### src/rtl/tfidf_ram.sv
// tfidf_ram: generic single-write, single-read RAM with registered read data.
// No dependencies.
`default_nettype none

module tfidf_ram #(
  parameter int WIDTH  = 8,
  parameter int DEPTH  = 128,
  parameter int ADDR_W = (DEPTH > 1) ? $clog2(DEPTH) : 1
) (
  input  logic              clk,
  input  logic              we,
  input  logic [ADDR_W-1:0] waddr,
  input  logic [WIDTH-1:0]  wdata,
  input  logic [ADDR_W-1:0] raddr,
  output logic [WIDTH-1:0]  rdata
);

  logic [WIDTH-1:0] mem_r [DEPTH];
  logic [WIDTH-1:0] rdata_r;

  always_ff @(posedge clk) begin
    if (we) begin
      mem_r[waddr] <= wdata;
    end
    rdata_r <= mem_r[raddr];
  end

  assign rdata = rdata_r;

endmodule

`default_nettype wire

### config.mk
export PLATFORM = sky130hd
export DESIGN_NAME = tfidf_ram
export DESIGN_NICKNAME = d
export VERILOG_FILES = /design/src/rtl/tfidf_ram.sv
export SDC_FILE = /design/constraint.sdc
export NUM_CORES = 1
export LEC_CHECK = 0
export BUFFER_PORTS_ARGS = -buffer_cell sky130_fd_sc_hd__buf_4
export CAP_MARGIN = 20
export CORE_UTILIZATION = 50
export DETAILED_ROUTE_END_ITERATION = 12
export PLACE_DENSITY = 0.65
export REMOVE_ABC_BUFFERS = 1
export SYNTH_ARGS = -nofsm -noshare
export SYNTH_HDL_FRONTEND = slang
export SYNTH_SLANG_ARGS = --single-unit
export TNS_END_PERCENT = 5
### constraint.sdc
create_clock -name clk -period 6.8 [get_ports clk]
set_input_delay 0 -clock clk [delete_from_list [all_inputs] [get_ports clk]]
set_output_delay 0 -clock clk [all_outputs]
set_load 0.005 [all_outputs]
==> flow_summary.ini, run 1 <==
[logic_synthesis]
synthAdderAreaFrac_pct = 0
synth_compound_area_share_pct = 0
synth.area.mux_share_pct = 19.3
netlist_area_um2 = 39700
synth_warnings = 0
ys_seq_elements = 1032
syn_inst = 1635
synth-simple-area-share_pct = 1.76
synthXorXnorAreaFrac_pct = 0
synth_top_family_by_area = multiplexers
ys_seq_area_share_pct = 77.9
syn_area_per_cell_um2 = 24.3
synth.distinct_cells = 17

[placement]
io_buffers = 31
routabilityCongestion = 0.803
dp_cells = 2644
place_area_um2 = 41100
post-place-ws_ns = 3.33
dp_hpwl_mm = 50.7

[drt]
viasPerCell = 6.23
routed_wl_mm = 87.1
drt-initial-drc-count = 1854
final_antenna_net_count = 0
avgRoutedWirePerCell_um = 30.6
vias = 17700
firstDrtPassIters = 7
route.detailed.drc = 0

[clocking]
clk_latency_ns = 0.66
h-tree-depth = 3
clockBufferDepth = 3
cts_root_buf = clkbuf_16
cts_tree = done
clk_pin_slew_ns = 0.06
cts.sinks = 1032
cts_made_buffers = 99

[setup_path]
cp.arrival_ns = 3.80
cp_max_fo = 67
worstSetupPathType = in -> reg
reg2reg_from = mem_r[95][6]
start_kind = primary input
ff2ff_path_depth = 5
r2r_end = rdata[6]
critPathLaunch = raddr[0]
cp-end-kind = register
critPathCapture = rdata[6]
crit_required_ns = 7.33
r2r_setup_slack_ns = 3.85

[sta]
clock_skew_ns = 0.0202
tns_ns = 0
holdWs_ns = 0.0838
setup_ws_ns = 3.53
max_slew_margin_pct = 19.6
hold_violations = 0
finalCriticalPeriod_ns = 3.27
rsz0062_at_grt = no
tightest_slew_ns = 1.20
slew_viol_final = 0
finalCritPeriodShare_pct = 48.1
fmax_ghz = 0.306
setup_viol = 0

[run_status]
outcome = finished clean

[cells_and_area]
instances_no_fill = 2846
fill_cells = 5496
finish.net_count = 1749
diodes = 0
final_area_um2 = 44600
drive_above_1_share_pct = 31.0
area_growth_pct = 12.5

[grt]
grt_max_degree = 104
track_usage_pct = 22.1
grt_pass1_vias = 18100
grt_pass1_wl_mm = 128
antenna_found_initial = 5
grt_overflow = 0

[min_path]
hp-class = in -> reg
min_from = we

[die]
die_h_um = 284
core_um2 = 78000
die_area_um2 = 80500
start_util_pct = 50.9
fp-row-count = 102
die_w_um = 284
ios = 32

[power]
powerDensity_nw_per_um2 = 297
power.leakage_nw = 13.6
max-vdd-ir-drop_mv = 0.228

[flow_run]
maxCapViolCount = 0
==> cell usage in the layout (no fill, tap or decap), types with 3 or more instances in the layout <==
master and n:
buf_12 5, buf_4 50, buf_6 5, bufinv_16 14
clkbuf_1 12, clkbuf_16 101, clkinv_1 23, clkinv_2 23
clkinvlp_4 5, dfxtp_1 8, dlygate4sd3_1 16, edfxtp_1 1024
mux2_2 8, mux4_2 336, nand2_1 14, nand3_1 12
nand4_1 3, nor2_1 122, nor2b_1 7, nor3_1 3
nor3_2 6
==> final cells by class <==
class	instances	area, um2	area share (%)
timing repair buffer	78	722	1.62
sequential	1032	30900	69.3
tap	1040	1300	2.92
clock inverter	69	721	1.62
multi-input combinational	514	8380	18.8
clock buffer	113	2570	5.77
==> Yosys cell counts <==
cell      instances  area [um2]
nor2_1          122         458
nand4_1           3        18.8
buf_6             1        11.3
buf_2            15        75.1
nor3_1            9        45.0
buf_1            18        67.6
buf_4            11        82.6
mux4_2          336        7570
dfxtp_1           8         160
clkbuf_1         44         165
nand3_1          12        60.1
nand2b_1          2        12.5
or3_1             1        6.26
nand2_1          14        52.6
nor2b_1           7        43.8
edfxtp_1       1024       30700
mux2_2            8        90.1
==> cells by family after synthesis <==
group	Yosys count
DFF	1032
muxes	344
buffers and inverters	89
and+or+nand+nor	170
==> how the worst min path moves through the flow <==
stage                         to  slack, ns  depth (start not counted)
finish              mem_r[86][7]       0.08                          3
global route        mem_r[86][7]       0.08                          3
CTS                 mem_r[86][7]       0.04                          3
detailed placement      rdata[6]       0.36                          2
global placement        rdata[7]       0.37                          2
floorplan            mem_r[0][0]        0.1                          0
==> per-layer routing <==
layer,share of wire (%),GRT usage [%],vias up
li1,-,-,7210
met1,42,32.6,9648
met2,49,34.9,751
met3,7.0,3.40,130
met4,1.9,5.51,0
met5,0,0,-
==> worst max-delay path, cell delays in order <==
cell and delay, ns:
buf_8 0.57, buf_12 0.53, mux4_2 0.56, mux4_2 0.53
mux4_2 0.58, mux2_2 0.29, dlygate4sd3_1 0.55
==> stage by stage <==
step	util (%)	total power, mW
after floorplan	-	7.44
after global placement	52.7	7.80
after detailed placement	52.7	7.81
after CTS	57.2	13.3
after global routing	57.2	13.6
final	57.2	13.3
==> sequential cells by signal, summed over array words and instances (netlist names) <==
name,count
rdata,8
mem_r,1024
==> power breakdown <==
part / switching [mW] / leakage [nW] / internal, mW
sequential: 0.0135 / 9.27 / 7.02
combinational: 0.370 / 2.71 / 0.268
clock: 2.34 / 1.61 / 3.25
==> repair_timing <==
action | 4_1_cts | 5_1_grt
buffers inserted | 0 | 0
resized for setup | 0 | 0
hold buffers | 16 | 0
endpoints found under the setup margin | 0 | 0
endpoints found under the hold margin | 432 | 0
Note: power is estimated with default switching activity, not from simulation.
==> run 2: changes to the inputs <==
Clock period 6.8 ns to 3.2 ns, I/O delays scaled along.
==> run 2 against run 1 <==
Compared with the run above:
- the flow now finishes with violations (hold timing)
- clock-buffer cell count up 15
- clock skew up 0.0074 ns
- power up 110%
- clock power up 100%
- critical path type is now reg -> reg
==> flow_summary.ini, run 2 (same netlist as run 1, synthesis figures left out) <==
[setup_path]
cp.arrival_ns = 3.52
worstSetupPathType = reg -> reg
cp-end-kind = register
cp_slowest_cell = mux4_2
crit_required_ns = 3.74
reg2reg_from = mem_r[21][6]
critPathLaunch = mem_r[21][6]
path_cells = mux4_2, mux4_2, mux4_2, mux2_2, dlygate4sd3_1
crit_path_frequent_cell = mux4_2
cp_max_fo = 1
start_kind = register
slowest_delay_ns = 0.59

[die]
ios = 32
die_w_um = 284
die_h_um = 284
start_util_pct = 50.9
fp-row-count = 102
core_um2 = 78000
die_area_um2 = 80500

[drt]
final_antenna_net_count = 0
route.detailed.drc = 0
firstDrtPassIters = 5
vias = 18000
avgRoutedWirePerCell_um = 30.3
drt-initial-drc-count = 2025
routed_wl_mm = 89.2
viasPerCell = 6.10

[power]
p_sw_mw = 5.83
max-vdd-ir-drop_mv = 0.504
power.leakage_nw = 14.1
powerDensity_nw_per_um2 = 612
p_seq_share_pct = 54.0
p_sw_share_pct = 21.0
finalPower_mw = 27.7
combinationalPowerShare_pct = 5.2
power.clock.fraction_pct = 40.8
internal-power_mw = 21.9

[sta]
rsz0062_at_grt = no
max_slew_margin_pct = 23.8
hold_violations = 1
tightest_slew_ns = 1.14
holdWs_ns = -0.00357
fmax_ghz = 0.335
finalCritPeriodShare_pct = 93.2
finalCriticalPeriod_ns = 2.98
tns_ns = 0
slew_viol_final = 0
setup_viol = 0
clock_skew_ns = 0.0276

[clocking]
clockBufferDepth = 3
cts_made_buffers = 102
h-tree-depth = 3
cts_root_buf = clkbuf_16
clk_latency_ns = 0.68
cts.sinks = 1032
cts.repair.resized = 0
cts_tree = done
clk_pin_slew_ns = 0.06

[placement]
dp_hpwl_mm = 54.8
io_buffers = 31
routabilityCongestion = 0.803
place_area_um2 = 42000

[flow_run]
maxCapViolCount = 0

[run_status]
outcome = complete, but fails checks
violations = hold timing

[grt]
grt_pass1_wl_mm = 130
grt_overflow = 0
grt_pass1_vias = 18500
grt_max_degree = 129
antenna_found_initial = 3
track_usage_pct = 22.6

[cells_and_area]
drive_above_1_share_pct = 33.8
regMostFlops = mem_r
layout_common_cells = edfxtp_1, mux4_2, buf_4
final_core_utilization_pct = 58.1
finish.net_count = 1843
regArea_um2 = 30900
largest_register_ffs = 1024
layout_commonest_cell = edfxtp_1
multi_input_area_um2 = 8350
fill_cells = 5458
diodes = 0
area_growth_pct = 14.2
final_area_um2 = 45300

[min_path]
min_from = wdata[3]
hp-class = in -> reg
[run 2: what timing repair did]
item / CTS / global route
buffers inserted: 0 / 0
hold buffers: 10 / 1
hold endpoints to repair: 266 / 44
[run 2: final timing paths]
path | depth (start not counted) | to | slack, ns
max reg2reg | 5 | rdata[6] | 0.22
min reg2reg | 4 | rdata[3] | 1.14
max | 5 | rdata[6] | 0.22
min | 1 | mem_r[93][3] | -0.004
[run 2: per-stage QoR]
stage	hold WS [ns]	setup slack [ns]	cells
final	-0.00357	0.219	2943
after global routing	0.0311	0.164	2943
after CTS	0.000661	0.225	2941
after detailed placement	0.416	0.425	2743
after global placement	0.425	0.416	2743
after floorplan	0.0989	1.13	1546
[run 2: critical path, delay by kind of cell, from the launching register on]
| kind | cells | cell delay (ns) |
|---|---|---|
| muxes | 4 | 1.96 |
| DFF | 1 | 0.36 |
| buffers and inverters | 1 | 0.55 |
[run 2: cell type report]
class / count / area share [%]
Sequential cell: 1032 / 68.2
Clock inverter: 60 / 1.03
Timing Repair Buffer: 169 / 3.52
Multi-Input combinational cell: 514 / 18.4
Clock buffer: 128 / 5.92
Tap cell: 1040 / 2.87
[run 2: per-layer routing]
metal / vias up / share of wire (%) / global-route usage, %
li1: 7404 / - / -
met1: 9700 / 41 / 32.7
met2: 716 / 48 / 35.4
met3: 131 / 7.9 / 4.55
met4: 0 / 2.3 / 6.55
met5: - / 0 / 0
[run 2: power by group through the flow]
| stage | Clock (mW) | Combinational (mW) | Sequential [mW] |
|---|---|---|---|
| 2_1_floorplan | 0 | 0.573 | 15.2 |
| 3_3_place_gp | 0 | 1.42 | 15.2 |
| 3_5_place_dp | 0 | 1.44 | 15.3 |
| 4_1_cts | 11.5 | 1.46 | 15.0 |
| 5_1_grt | 12.0 | 1.52 | 15.0 |
| 6_report | 11.3 | 1.44 | 15.0 |
