--- src/rtl/tfidf_pkg.sv ---
// tfidf_pkg: shared types, field widths, codes and the Q16 natural-log table
// for the TF-IDF scorer. No dependencies.
`default_nettype none

package tfidf_pkg;

  // Field widths
  localparam int KIND_W     = 2;
  localparam int WORD_W     = 7;
  localparam int CNT_W      = 16;
  localparam int SCORE_W    = 34;
  localparam int DOCS_W     = 5;
  localparam int NWORDS_W   = 8;
  localparam int CFG_IDX_W  = 2;
  localparam int CFG_DATA_W = 8;

  // Log table geometry: ln(k) in Q16 for k = 0..64 fits in 19 bits
  localparam int LN_W       = 19;
  localparam int LN_IDX_W   = 7;
  localparam int LN_MAX_IDX = 64;
  localparam int WORD_SPAN  = 128;

  // Arithmetic widths: product of count and log difference, padded divider word
  localparam int PROD_W = CNT_W + LN_W;
  localparam int DIV_W  = PROD_W + (PROD_W % 2);

  // Word kinds
  localparam logic [KIND_W-1:0] KIND_TALLY = 2'd0;
  localparam logic [KIND_W-1:0] KIND_SCORE = 2'd1;
  localparam logic [KIND_W-1:0] KIND_CLEAR = 2'd2;

  // Configuration register indexes
  localparam logic [CFG_IDX_W-1:0] CFG_NUM_DOCS  = 2'd0;
  localparam logic [CFG_IDX_W-1:0] CFG_NUM_WORDS = 2'd1;

  localparam logic [DOCS_W-1:0]   NUM_DOCS_RST  = 5'd1;
  localparam logic [NWORDS_W-1:0] NUM_WORDS_RST = 8'd128;

  typedef struct packed {
    logic [KIND_W-1:0] kind;
    logic [WORD_W-1:0] word_index;
    logic [CNT_W-1:0]  count;
  } tfidf_in_t;

  typedef struct packed {
    logic [SCORE_W-1:0] score;
    logic               idf_undefined;
  } tfidf_out_t;

  function automatic logic [LN_W-1:0] ln_q16(input logic [LN_IDX_W-1:0] k);
    logic [LN_W-1:0] v;
    unique case (k)
      7'd0:  v = 19'd0;       7'd1:  v = 19'd0;
      7'd2:  v = 19'd45426;   7'd3:  v = 19'd71999;
      7'd4:  v = 19'd90852;   7'd5:  v = 19'd105476;
      7'd6:  v = 19'd117425;  7'd7:  v = 19'd127527;
      7'd8:  v = 19'd136278;  7'd9:  v = 19'd143997;
      7'd10: v = 19'd150902;  7'd11: v = 19'd157148;
      7'd12: v = 19'd162851;  7'd13: v = 19'd168097;
      7'd14: v = 19'd172953;  7'd15: v = 19'd177475;
      7'd16: v = 19'd181704;  7'd17: v = 19'd185677;
      7'd18: v = 19'd189423;  7'd19: v = 19'd192967;
      7'd20: v = 19'd196328;  7'd21: v = 19'd199526;
      7'd22: v = 19'd202575;  7'd23: v = 19'd205488;
      7'd24: v = 19'd208277;  7'd25: v = 19'd210952;
      7'd26: v = 19'd213523;  7'd27: v = 19'd215996;
      7'd28: v = 19'd218379;  7'd29: v = 19'd220679;
      7'd30: v = 19'd222901;  7'd31: v = 19'd225050;
      7'd32: v = 19'd227130;  7'd33: v = 19'd229147;
      7'd34: v = 19'd231104;  7'd35: v = 19'd233003;
      7'd36: v = 19'd234849;  7'd37: v = 19'd236645;
      7'd38: v = 19'd238393;  7'd39: v = 19'd240095;
      7'd40: v = 19'd241754;  7'd41: v = 19'd243373;
      7'd42: v = 19'd244952;  7'd43: v = 19'd246494;
      7'd44: v = 19'd248001;  7'd45: v = 19'd249473;
      7'd46: v = 19'd250914;  7'd47: v = 19'd252323;
      7'd48: v = 19'd253703;  7'd49: v = 19'd255054;
      7'd50: v = 19'd256378;  7'd51: v = 19'd257676;
      7'd52: v = 19'd258949;  7'd53: v = 19'd260197;
      7'd54: v = 19'd261422;  7'd55: v = 19'd262625;
      7'd56: v = 19'd263805;  7'd57: v = 19'd264965;
      7'd58: v = 19'd266105;  7'd59: v = 19'd267225;
      7'd60: v = 19'd268327;  7'd61: v = 19'd269410;
      7'd62: v = 19'd270476;  7'd63: v = 19'd271524;
      7'd64: v = 19'd272557;
      default: v = 19'd0;
    endcase
    return v;
  endfunction

endpackage

`default_nettype wire

--- src/rtl/tfidf_mul.sv ---
// tfidf_mul: digit-serial multiplier, two multiplier bits per cycle, MSB first.
// Depends on tfidf_pkg.
`default_nettype none

module tfidf_mul (
  input  logic                         clk,
  input  logic                         rst_n,
  input  logic                         start,
  input  logic [tfidf_pkg::LN_W-1:0]   multiplicand,
  input  logic [tfidf_pkg::CNT_W-1:0]  multiplier,
  output logic                         done,
  output logic [tfidf_pkg::PROD_W-1:0] product
);
  import tfidf_pkg::*;

  localparam int STEPS = CNT_W / 2;
  localparam int SW    = $clog2(STEPS + 1);
  localparam int M3_W  = LN_W + 2;

  logic              busy_r, busy_nxt;
  logic              done_r, done_nxt;
  logic [SW-1:0]     step_r, step_nxt;
  logic [LN_W-1:0]   mcand_r;
  logic [M3_W-1:0]   mcand3_r;
  logic [CNT_W-1:0]  mplier_r;
  logic [PROD_W-1:0] acc_r;
  logic [PROD_W-1:0] addend;

  // pick 0, 1, 2 or 3 times the multiplicand for the top digit
  always_comb begin
    unique case (mplier_r[CNT_W-1 -: 2])
      2'd0:    addend = '0;
      2'd1:    addend = PROD_W'(mcand_r);
      2'd2:    addend = PROD_W'({mcand_r, 1'b0});
      default: addend = PROD_W'(mcand3_r);
    endcase
  end

  always_comb begin
    busy_nxt = busy_r;
    step_nxt = step_r;
    done_nxt = 1'b0;
    if (start) begin
      busy_nxt = 1'b1;
      step_nxt = SW'(STEPS);
    end else if (busy_r) begin
      step_nxt = step_r - SW'(1);
      if (step_r == SW'(1)) begin
        busy_nxt = 1'b0;
        done_nxt = 1'b1;
      end
    end
  end

  always_ff @(posedge clk) begin
    if (!rst_n) begin
      busy_r <= 1'b0;
      done_r <= 1'b0;
      step_r <= '0;
    end else begin
      busy_r <= busy_nxt;
      done_r <= done_nxt;
      step_r <= step_nxt;
    end
  end

  always_ff @(posedge clk) begin
    if (start) begin
      mcand_r  <= multiplicand;
      mcand3_r <= M3_W'(multiplicand) + M3_W'({multiplicand, 1'b0});
      mplier_r <= multiplier;
      acc_r    <= '0;
    end else if (busy_r) begin
      acc_r    <= (acc_r << 2) + addend;
      mplier_r <= mplier_r << 2;
    end
  end

  assign done    = done_r;
  assign product = acc_r;

endmodule

`default_nettype wire

--- config.mk ---
export PLATFORM = sky130hd
export DESIGN_NAME = tfidf_mul
export DESIGN_NICKNAME = d
export VERILOG_FILES = /design/src/rtl/tfidf_pkg.sv /design/src/rtl/tfidf_mul.sv
export SDC_FILE = /design/constraint.sdc
export NUM_CORES = 1
export LEC_CHECK = 0
export BUFFER_PORTS_ARGS = -buffer_cell sky130_fd_sc_hd__buf_4
export CORE_AREA = 2 2 98 147
export DETAILED_ROUTE_END_ITERATION = 16
export DIE_AREA = 0 0 100 149
export MAX_ROUTING_LAYER = met4
export PLACE_DENSITY = 0.7
export SYNTH_ARGS = -nofsm -noshare
export SYNTH_HDL_FRONTEND = slang
export SYNTH_SLANG_ARGS = --single-unit
--- constraint.sdc ---
create_clock -name clk -period 3.75 [get_ports clk]
set_input_delay 0.375 -clock clk [delete_from_list [all_inputs] [get_ports clk]]
set_output_delay 0.375 -clock clk [all_outputs]
set_load 0.005 [all_outputs]
==> results.cfg <==
[critical_path]
crit_buf_inv = 1
crit_family = compound AO/OA/AOI/OAI gates
path_cells = mux2_2 -> a22o_1 -> ha_1 -> inv_1 -> fa_1 -> nor2b_4 -> o31a_1 -> o31a_1 -> o32ai_1 -> o21ai_0 -> xnor2_1 -> a211oi_1
max_stage_delay_ns = 0.54
worst_setup_path_start_kind = flip-flop
critPathMaxFanout = 8
arrival_ns = 3.75
crit_top_cell = o31a_1
crit_required_ns = 4.01
r2r_cells = 12
crit_type = flip-flop to flip-flop
crit_cells = 12
slowest_stage = o32ai_1
cp-end-kind = flip-flop

[global_routing]
grt_max_degree = 44
grt_pass1_wl_um = 22110
track_usage_pct = 19.00
grt_pass1_vias = 4757
antenna_found_initial = 0
grt_overflow_total = 0

[floorplan]
num_rows = 53
die-height_um = 149
fp.coreArea_um2 = 13790
start_util_pct = 42.64
boundaryPins = 74
die_area_um2 = 14900
dieWidth_um = 100

[detailed_routing]
dr.pass1.iters = 4
vias_per_cell = 5.703
wl_per_cell_um = 16.37
drc = 0
ant_nets = 0
drt_iter0_markers = 142
wirelength_um = 13410
num_vias = 4671

[finish]
nets = 730
area_growth_pct = 16.93
regArea_um2 = 2472
antennaDiodeCount = 0
final_common_cell = buf_4
drive_above_1_share_pct = 22.32
n_fill_cell = 1267
fin_util_pct = 49.86
layout_common_cells = buf_4, edfxtp_1, nand2_1, ha_1, dfxtp_1
multiInputGateArea_um2 = 3224

[cts]
holdBufCountCts = 0
cts_inserted_buffers = 9
post_cts_buffers = 0
clock-root-buffer = clkbuf_16
clk_pin_slew_worst_paths_ns = 0.07
cts_buffer_depth = 2
htree_levels = 3
clock_sinks = 96
cts_tree = built
clock_latency_ns = 0.35
ctsResizeCount = 0

[sta]
tightest_slew_ns = 0.7544
max_freq_ghz = 0.2867
timing.slew.headroom_pct = 49.52
report.final.slew_viol_count = 0
post-route-min-period_ns = 3.488
finalSetupViolations = 0
hold_ws_ns = 0.2152
finalHoldViolCount = 0
rsz0062_at_grt = false
finClkSkew_ns = 0.008804
finalWorstSetupSlack_ns = 0.2620
period_share_pct = 93.01
fin_setup_tns_ns = 0

[synthesis]
syn_nets = 664
syn_area_um2 = 5882
synth_warnings = 0
synth_cells = 583
ys_async_sr_fraction_pct = 0
ys_ff_latch = 96
synth.yosys.seq_area_share_pct = 42.03
synth_flop_cell = edfxtp_1
ys_types = 72
avgSynthCellArea_um2 = 10.09
synth_edf_count = 55

[run_status]
status = finished clean

[min_path]
hp-class = primary input to flip-flop
hold-path-cell-count = 1

[power_and_ir_drop]
pwr_density_cell_nw_per_um2 = 426.6
fin_total_pwr_mw = 2.934
vdd_drop_max_v = 0.0002807
power_leakage_nw = 2.807

[placement]
dp_slack_ns = 0.3017
gp_congestion = 0.9478
hpwl_um = 10320
portBuffers = 73

[job]
cap_violations = 0
-- sequential cells by signal (all words and copies together), names as in the netlist --
| signal | flops |
|---|---|
| product | 35 |
| done | 1 |
| mcand3_r | 20 |
| mplier_r | 16 |
| mcand_r | 19 |
| busy_r | 1 |
| step_r | 4 |
-- cell usage after synthesis, drive strengths merged (6+ instances only) --
master	count	area share (%)
a211oi	11	1.4
nand2	41	2.6
mux2	32	6.1
and3	7	0.77
nor4	7	0.74
nor2	41	2.7
xnor2	21	3.1
clkbuf	16	1.0
nor3	13	1.2
o21ai	36	3.1
xor2	12	1.8
inv	20	1.3
edfxtp	55	28
a22o	18	2.7
nand4	8	0.85
a21o	12	1.5
and2	7	0.79
ha	41	8.7
dfxtp	41	14
buf	9	0.85
a21oi	34	3.0
nand3	17	1.4
mux2i	6	1.0
nor2b	8	0.98
-- layer usage --
layer | vias to the layer above | wire length [um] | global-route usage (%)
li1 | 2321 | - | -
met1 | 2225 | 5305 | 20.08
met2 | 102 | 7276 | 34.12
met3 | 23 | 444 | 3.140
met4 | 0 | 381 | 9.041
met5 | - | 0 | -
-- final timing paths --
path                      end            start  slack, ns
setup / recovery  product[24]     mplier_r[14]       0.26
hold / removal     mcand_r[0]  multiplicand[0]       0.22
setup reg to reg  product[24]     mplier_r[14]       0.26
hold reg to reg   product[33]      product[33]       0.48
-- cell type report --
| type | count | area share (%) |
|---|---|---|
| well taps | 165 | 3.002 |
| clock inverters | 7 | 1.073 |
| multi-input cells | 442 | 46.88 |
| inverters | 20 | 1.092 |
| repair buffers | 80 | 8.732 |
| clock buffers | 9 | 3.275 |
| flip-flops and latches | 96 | 35.95 |
-- through the flow --
| stage | cell area, um2 | std cells |
|---|---|---|
| after floorplan | 5882 | 583 |
| after global placement | 6579 | 803 |
| after detailed placement | 6579 | 803 |
| after CTS | 6878 | 819 |
| after global routing | 6878 | 819 |
| final | 6878 | 819 |
-- power breakdown --
part           switching (mW)  internal, mW
Clock                   0.434         0.470
Sequential             0.0723          1.23
Combinational           0.384         0.339
-- logic make-up after synthesis --
family | count (synthesis) | share of synthesized area [%]
xor gates and xnor gates | 33 | 4.914
adders and majority gates | 43 | 9.402
and+or+nand+nor | 171 | 14.81
AOI/OAI and AO/OA | 157 | 18.55
buffers and inverters | 45 | 3.148
DFF | 96 | 42.03
muxes | 38 | 7.148
No activity file was read; power rests on OpenSTA's default activity.
