`src/rtl/tfidf_pkg.sv`:
```
// tfidf_pkg: shared types, field widths, codes and the Q16 natural-log table
// for the TF-IDF scorer. No dependencies.
`default_nettype none

package tfidf_pkg;

  // Field widths
  localparam int KIND_W     = 2;
  localparam int WORD_W     = 7;
  localparam int CNT_W      = 16;
  localparam int SCORE_W    = 34;
  localparam int DOCS_W     = 5;
  localparam int NWORDS_W   = 8;
  localparam int CFG_IDX_W  = 2;
  localparam int CFG_DATA_W = 8;

  // Log table geometry: ln(k) in Q16 for k = 0..64 fits in 19 bits
  localparam int LN_W       = 19;
  localparam int LN_IDX_W   = 7;
  localparam int LN_MAX_IDX = 64;
  localparam int WORD_SPAN  = 128;

  // Arithmetic widths: product of count and log difference, padded divider word
  localparam int PROD_W = CNT_W + LN_W;
  localparam int DIV_W  = PROD_W + (PROD_W % 2);

  // Word kinds
  localparam logic [KIND_W-1:0] KIND_TALLY = 2'd0;
  localparam logic [KIND_W-1:0] KIND_SCORE = 2'd1;
  localparam logic [KIND_W-1:0] KIND_CLEAR = 2'd2;

  // Configuration register indexes
  localparam logic [CFG_IDX_W-1:0] CFG_NUM_DOCS  = 2'd0;
  localparam logic [CFG_IDX_W-1:0] CFG_NUM_WORDS = 2'd1;

  localparam logic [DOCS_W-1:0]   NUM_DOCS_RST  = 5'd1;
  localparam logic [NWORDS_W-1:0] NUM_WORDS_RST = 8'd128;

  typedef struct packed {
    logic [KIND_W-1:0] kind;
    logic [WORD_W-1:0] word_index;
    logic [CNT_W-1:0]  count;
  } tfidf_in_t;

  typedef struct packed {
    logic [SCORE_W-1:0] score;
    logic               idf_undefined;
  } tfidf_out_t;

  function automatic logic [LN_W-1:0] ln_q16(input logic [LN_IDX_W-1:0] k);
    logic [LN_W-1:0] v;
    unique case (k)
      7'd0:  v = 19'd0;       7'd1:  v = 19'd0;
      7'd2:  v = 19'd45426;   7'd3:  v = 19'd71999;
      7'd4:  v = 19'd90852;   7'd5:  v = 19'd105476;
      7'd6:  v = 19'd117425;  7'd7:  v = 19'd127527;
      7'd8:  v = 19'd136278;  7'd9:  v = 19'd143997;
      7'd10: v = 19'd150902;  7'd11: v = 19'd157148;
      7'd12: v = 19'd162851;  7'd13: v = 19'd168097;
      7'd14: v = 19'd172953;  7'd15: v = 19'd177475;
      7'd16: v = 19'd181704;  7'd17: v = 19'd185677;
      7'd18: v = 19'd189423;  7'd19: v = 19'd192967;
      7'd20: v = 19'd196328;  7'd21: v = 19'd199526;
      7'd22: v = 19'd202575;  7'd23: v = 19'd205488;
      7'd24: v = 19'd208277;  7'd25: v = 19'd210952;
      7'd26: v = 19'd213523;  7'd27: v = 19'd215996;
      7'd28: v = 19'd218379;  7'd29: v = 19'd220679;
      7'd30: v = 19'd222901;  7'd31: v = 19'd225050;
      7'd32: v = 19'd227130;  7'd33: v = 19'd229147;
      7'd34: v = 19'd231104;  7'd35: v = 19'd233003;
      7'd36: v = 19'd234849;  7'd37: v = 19'd236645;
      7'd38: v = 19'd238393;  7'd39: v = 19'd240095;
      7'd40: v = 19'd241754;  7'd41: v = 19'd243373;
      7'd42: v = 19'd244952;  7'd43: v = 19'd246494;
      7'd44: v = 19'd248001;  7'd45: v = 19'd249473;
      7'd46: v = 19'd250914;  7'd47: v = 19'd252323;
      7'd48: v = 19'd253703;  7'd49: v = 19'd255054;
      7'd50: v = 19'd256378;  7'd51: v = 19'd257676;
      7'd52: v = 19'd258949;  7'd53: v = 19'd260197;
      7'd54: v = 19'd261422;  7'd55: v = 19'd262625;
      7'd56: v = 19'd263805;  7'd57: v = 19'd264965;
      7'd58: v = 19'd266105;  7'd59: v = 19'd267225;
      7'd60: v = 19'd268327;  7'd61: v = 19'd269410;
      7'd62: v = 19'd270476;  7'd63: v = 19'd271524;
      7'd64: v = 19'd272557;
      default: v = 19'd0;
    endcase
    return v;
  endfunction

endpackage

`default_nettype wire

```
`src/rtl/tfidf_div.sv`:
```
// tfidf_div: radix-4 restoring divider, two quotient bits per cycle, by an
// 8-bit nonzero divisor. Depends on tfidf_pkg.
`default_nettype none

module tfidf_div (
  input  logic                           clk,
  input  logic                           rst_n,
  input  logic                           start,
  input  logic [tfidf_pkg::DIV_W-1:0]    dividend,
  input  logic [tfidf_pkg::NWORDS_W-1:0] divisor,
  output logic                           done,
  output logic [tfidf_pkg::DIV_W-1:0]    quotient
);
  import tfidf_pkg::*;

  localparam int STEPS = DIV_W / 2;
  localparam int SW    = $clog2(STEPS + 1);
  localparam int RW    = NWORDS_W + 1;

  logic                busy_r, busy_nxt;
  logic                done_r, done_nxt;
  logic [SW-1:0]       step_r, step_nxt;
  logic [DIV_W-1:0]    pq_r;
  logic [NWORDS_W-1:0] rem_r;
  logic [NWORDS_W-1:0] dv_r;
  logic [RW-1:0]       r_hi, r_lo, dv_ext;
  logic [NWORDS_W-1:0] rem_hi, rem_lo;
  logic                q_hi, q_lo;

  // two dependent restoring steps on a 9-bit partial remainder
  always_comb begin
    dv_ext = RW'(dv_r);
    r_hi   = {rem_r, pq_r[DIV_W-1]};
    q_hi   = (r_hi >= dv_ext);
    rem_hi = q_hi ? NWORDS_W'(r_hi - dv_ext) : NWORDS_W'(r_hi);
    r_lo   = {rem_hi, pq_r[DIV_W-2]};
    q_lo   = (r_lo >= dv_ext);
    rem_lo = q_lo ? NWORDS_W'(r_lo - dv_ext) : NWORDS_W'(r_lo);
  end

  always_comb begin
    busy_nxt = busy_r;
    step_nxt = step_r;
    done_nxt = 1'b0;
    if (start) begin
      busy_nxt = 1'b1;
      step_nxt = SW'(STEPS);
    end else if (busy_r) begin
      step_nxt = step_r - SW'(1);
      if (step_r == SW'(1)) begin
        busy_nxt = 1'b0;
        done_nxt = 1'b1;
      end
    end
  end

  always_ff @(posedge clk) begin
    if (!rst_n) begin
      busy_r <= 1'b0;
      done_r <= 1'b0;
      step_r <= '0;
    end else begin
      busy_r <= busy_nxt;
      done_r <= done_nxt;
      step_r <= step_nxt;
    end
  end

  // dividend bits shift out the top while quotient bits shift in below
  always_ff @(posedge clk) begin
    if (start) begin
      pq_r  <= dividend;
      rem_r <= '0;
      dv_r  <= divisor;
    end else if (busy_r) begin
      pq_r  <= {pq_r[DIV_W-3:0], q_hi, q_lo};
      rem_r <= rem_lo;
    end
  end

  assign done     = done_r;
  assign quotient = pq_r;

endmodule

`default_nettype wire

```
`config.mk`:
```
export PLATFORM = sky130hd
export DESIGN_NAME = tfidf_div
export DESIGN_NICKNAME = d
export VERILOG_FILES = /design/src/rtl/tfidf_pkg.sv /design/src/rtl/tfidf_div.sv
export SDC_FILE = /design/constraint.sdc
export NUM_CORES = 1
export LEC_CHECK = 0
export ABC_AREA = 1
export BUFFER_PORTS_ARGS = -buffer_cell sky130_fd_sc_hd__clkbuf_2
export CAP_MARGIN = 20
export CORE_MARGIN = 1.5
export CORE_UTILIZATION = 55
export DETAILED_ROUTE_END_ITERATION = 10
export PLACE_DENSITY = 0.82
export SLEW_MARGIN = 30
export SYNTH_ARGS = -nofsm -noshare
export SYNTH_HDL_FRONTEND = slang
export SYNTH_SLANG_ARGS = --single-unit
```
`constraint.sdc`:
```
create_clock -name clk -period 5.05 [get_ports clk]
set_clock_uncertainty 0.1 [all_clocks]
set_input_delay 0.2525 -clock clk [delete_from_list [all_inputs] [get_ports clk]]
set_output_delay 0.2525 -clock clk [all_outputs]
set_load 0.02 [all_outputs]
```
==> impl_metrics.ini <==
[setup_path]
cp.arrival_ps = 3610
crit_path_end_kind = register
reg2reg_to = rem_r[5]
worstSetupStartpointType = register
r2r-start = quotient[35]
required_ps = 5220
r2r_slack_ps = 1620
r2r_cells = 21
crit_type = reg -> reg
worstPathMaxFanout = 9

[route]
first_pass_iters = 5
ant_nets = 0
drt_wl_total_mm = 7.826
via_count = 3053
viasPerCell = 5.148
post_drt_wl_per_cell_um = 13.20
drtIter0Drc = 257
drc = 0

[worst_hold_path]
hp-class = in -> reg
hold_depth = 3
hold_path_startpoint = rst_n
min_to = step_r[4]

[timing]
fin_crit_ps = 3433
hold_viol = 0
rsz0062_at_grt = false
finalMaxSlewViolations = 0
fin_crit_sh_pct = 67.98
final-setup-viol-count = 0
max-slew-margin-rel_pct = 57.16
tns_ps = 0
fmax_mhz = 291.3
worst_pin_slew_ps = 640.3

[clock_network]
clock_sink_count = 59
cts_tree = built
cts_buffers = 9
clkTransAtPathRegs_ps = 70
cts-root-buf = clkbuf_8
insertion_delay_ps = 330
cts_buffer_depth = 2
postCtsSetupRepairBufs = 0
ctsHtreeMaxLevel = 3
cts_resized = 0

[synthesis]
synthCells = 419
synth_seq_area_share_pct = 47.75
syn-num-nets = 486
yosys-top-cells-area = edfxtp_1, nand2_1, dfxtp_1, ha_1, inv_1
yosys_register_bits = 59
netlist-cell-type-count = 32
ys_warn_count = 0
synth_top_area_cell = edfxtp_1
synth_top_area_share_pct = 38.91
syn_area_per_cell_sq_um = 8.104
synth_area_sq_um = 3396

[pwr]
power_frac_seq_pct = 26.8
netSwitchingFraction_pct = 43.26
power_w = 0.002468
pwr-share-comb_pct = 52.7
ir_drop_mv = 0.3600
p_per_area_nw_per_um2 = 590.0
switchingPower_w = 0.001068
p_int_w = 0.001401
p_clk_share_pct = 20.5
power.leakage_nw = 2.222

[global_routing]
grt_util_all_layers_pct = 25.74
grt-ovfl-total = 0
grt_pass1_wl_mm = 12.83
grt_pass1_vias = 2924
grt_max_degree = 49
antenna_found_initial = 0

[die]
fp.dieW_um = 81.58
die_height_um = 81.58
coreArea_sq_um = 5956
start_util_pct = 57.02
io_pins = 84
rows = 28
die_area_sq_um = 6654

[run_status]
outcome = finished clean

[placed_design]
dpl-instance-area_sq_um = 3874
port_buffers = 83
dp_hpwl_mm = 5.733
globalplace.congestion = 0.9381

[layout]
area_growth_pct = 23.21
drive_above_1_share_pct = 23.17
finish.instance_area_sq_um = 4184
n_fill_cell = 475
diodes = 0
num-nets-final = 580

[run]
max_cap_viol_count = 0
[state kept, by name, summed over array words and instances, names as in the netlist]
name / count
quotient: 36
step_r: 5
busy_r: 1
rem_r: 8
done: 1
dv_r: 8
[routing by layer]
| layer | track usage (%) | wire length, um | vias up |
|---|---|---|---|
| li1 | - | - | 1520 |
| met2 | 39.67 | 3646 | 150 |
| met3 | 6.444 | 668 | 18 |
| met4 | 11.69 | 180 | 0 |
| met1 | 34.27 | 3331 | 1365 |
| met5 | 0 | 0 | - |
[Yosys cell counts, drive strengths merged]
master  count
buf         5
fa          2
o21ai       8
nor3        4
nand2     184
edfxtp     44
o211ai      1
nor2       21
xnor2       5
a221oi      1
a31oi       3
nand3      30
o21bai      1
ha         18
nand4       1
and3        1
a21oi       8
dfxtp      15
xor2        6
a21boi      2
clkbuf      5
inv        54
[power groups by stage]
stage          registers (W)  logic, W  clock network [W]
2_1_floorplan       0.000701  0.000960                  0
3_3_place_gp        0.000669   0.00122                  0
3_5_place_dp        0.000669   0.00126                  0
4_1_cts             0.000661   0.00127           0.000511
5_1_grt             0.000669   0.00145           0.000531
6_report            0.000661   0.00130           0.000505
[metrics by stage]
stage	hold WS (ps)	cells	util [%]	setup slack, ps
floorplan	251.4	419	-	2027
global placement	331.2	569	65.04	1815
detailed placement	331.1	569	65.04	1760
CTS	68.35	593	70.25	1725
global route	69.25	593	70.25	1391
finish	74.26	593	70.25	1617
[cells by family (layout without fill, tap and decap cells)]
group	after synthesis	after routing	synth area share, %
simple gates	241	241	29.66
compound gates	24	24	4.606
fa+ha+maj	20	20	7.812
xor+xnor	11	11	2.837
buf+inv	64	163	7.332
flops	59	59	47.75
[area by class of cell]
cell class | count | area (sq um) | share of cell area (%)
repair buffers | 93 | 510.5 | 12.20
clock inverters | 7 | 106.4 | 2.542
flip-flops and latches | 59 | 1622 | 38.76
multi-input cells | 296 | 1525 | 36.45
clock buffers | 9 | 123.9 | 2.961
well taps | 75 | 93.84 | 2.243
inverters | 54 | 202.7 | 4.844
[critical path, stage by stage, from the launching register on]
cell and delay (ps):
edfxtp_1 480, inv_1 90, ha_1 140, inv_1 70, fa_1 400, inv_1 70, nor2_1 60, nor2_1 110
xor2_1 150, nand2_1 70, nand2_1 120, inv_1 60, ha_1 320, nand2_1 70, inv_1 50, a21boi_0 190
nand2_1 130, nand2_2 170, nand4_2 230, nand2_1 130, nand3_1 80, nand2_1 80
[worst max-delay path by stage]
stage | start | to | slack (ps)
after global placement | quotient[35] | quotient[0] | 1810
after global routing | quotient[35] | rem_r[6] | 1390
final | quotient[35] | rem_r[5] | 1620
after floorplan | quotient[35] | quotient[0] | 2030
after detailed placement | dv_r[1] | rem_r[6] | 1760
after CTS | quotient[35] | rem_r[6] | 1720
[placed cells by master (no fill, tap or decap), types with 2 or more instances in the layout]
master and n:
nand2_1 178, clkbuf_2 83, inv_1 48, edfxtp_1 44, nand3_1 28, nor2_1 19, ha_1 18, dfxtp_1 15
clkbuf_8 9, dlygate4sd3_1 8, a21oi_1 7, inv_2 6, xor2_1 6, nand2_2 5, xnor2_1 5, nor3_1 4
o21ai_2 4, o21ai_0 4, a31oi_1 3, clkinv_1 3, bufinv_16 3, nand3_2 2, a21boi_0 2, fa_1 2
buf_4 2
[what timing repair did]
| action | 4_1_cts | 5_1_grt |
|---|---|---|
| hold endpoints to repair | 8 | 0 |
| setup endpoints to repair | 0 | 0 |
| hold buffers | 8 | 0 |
No activity file was read; power rests on OpenSTA's default activity.
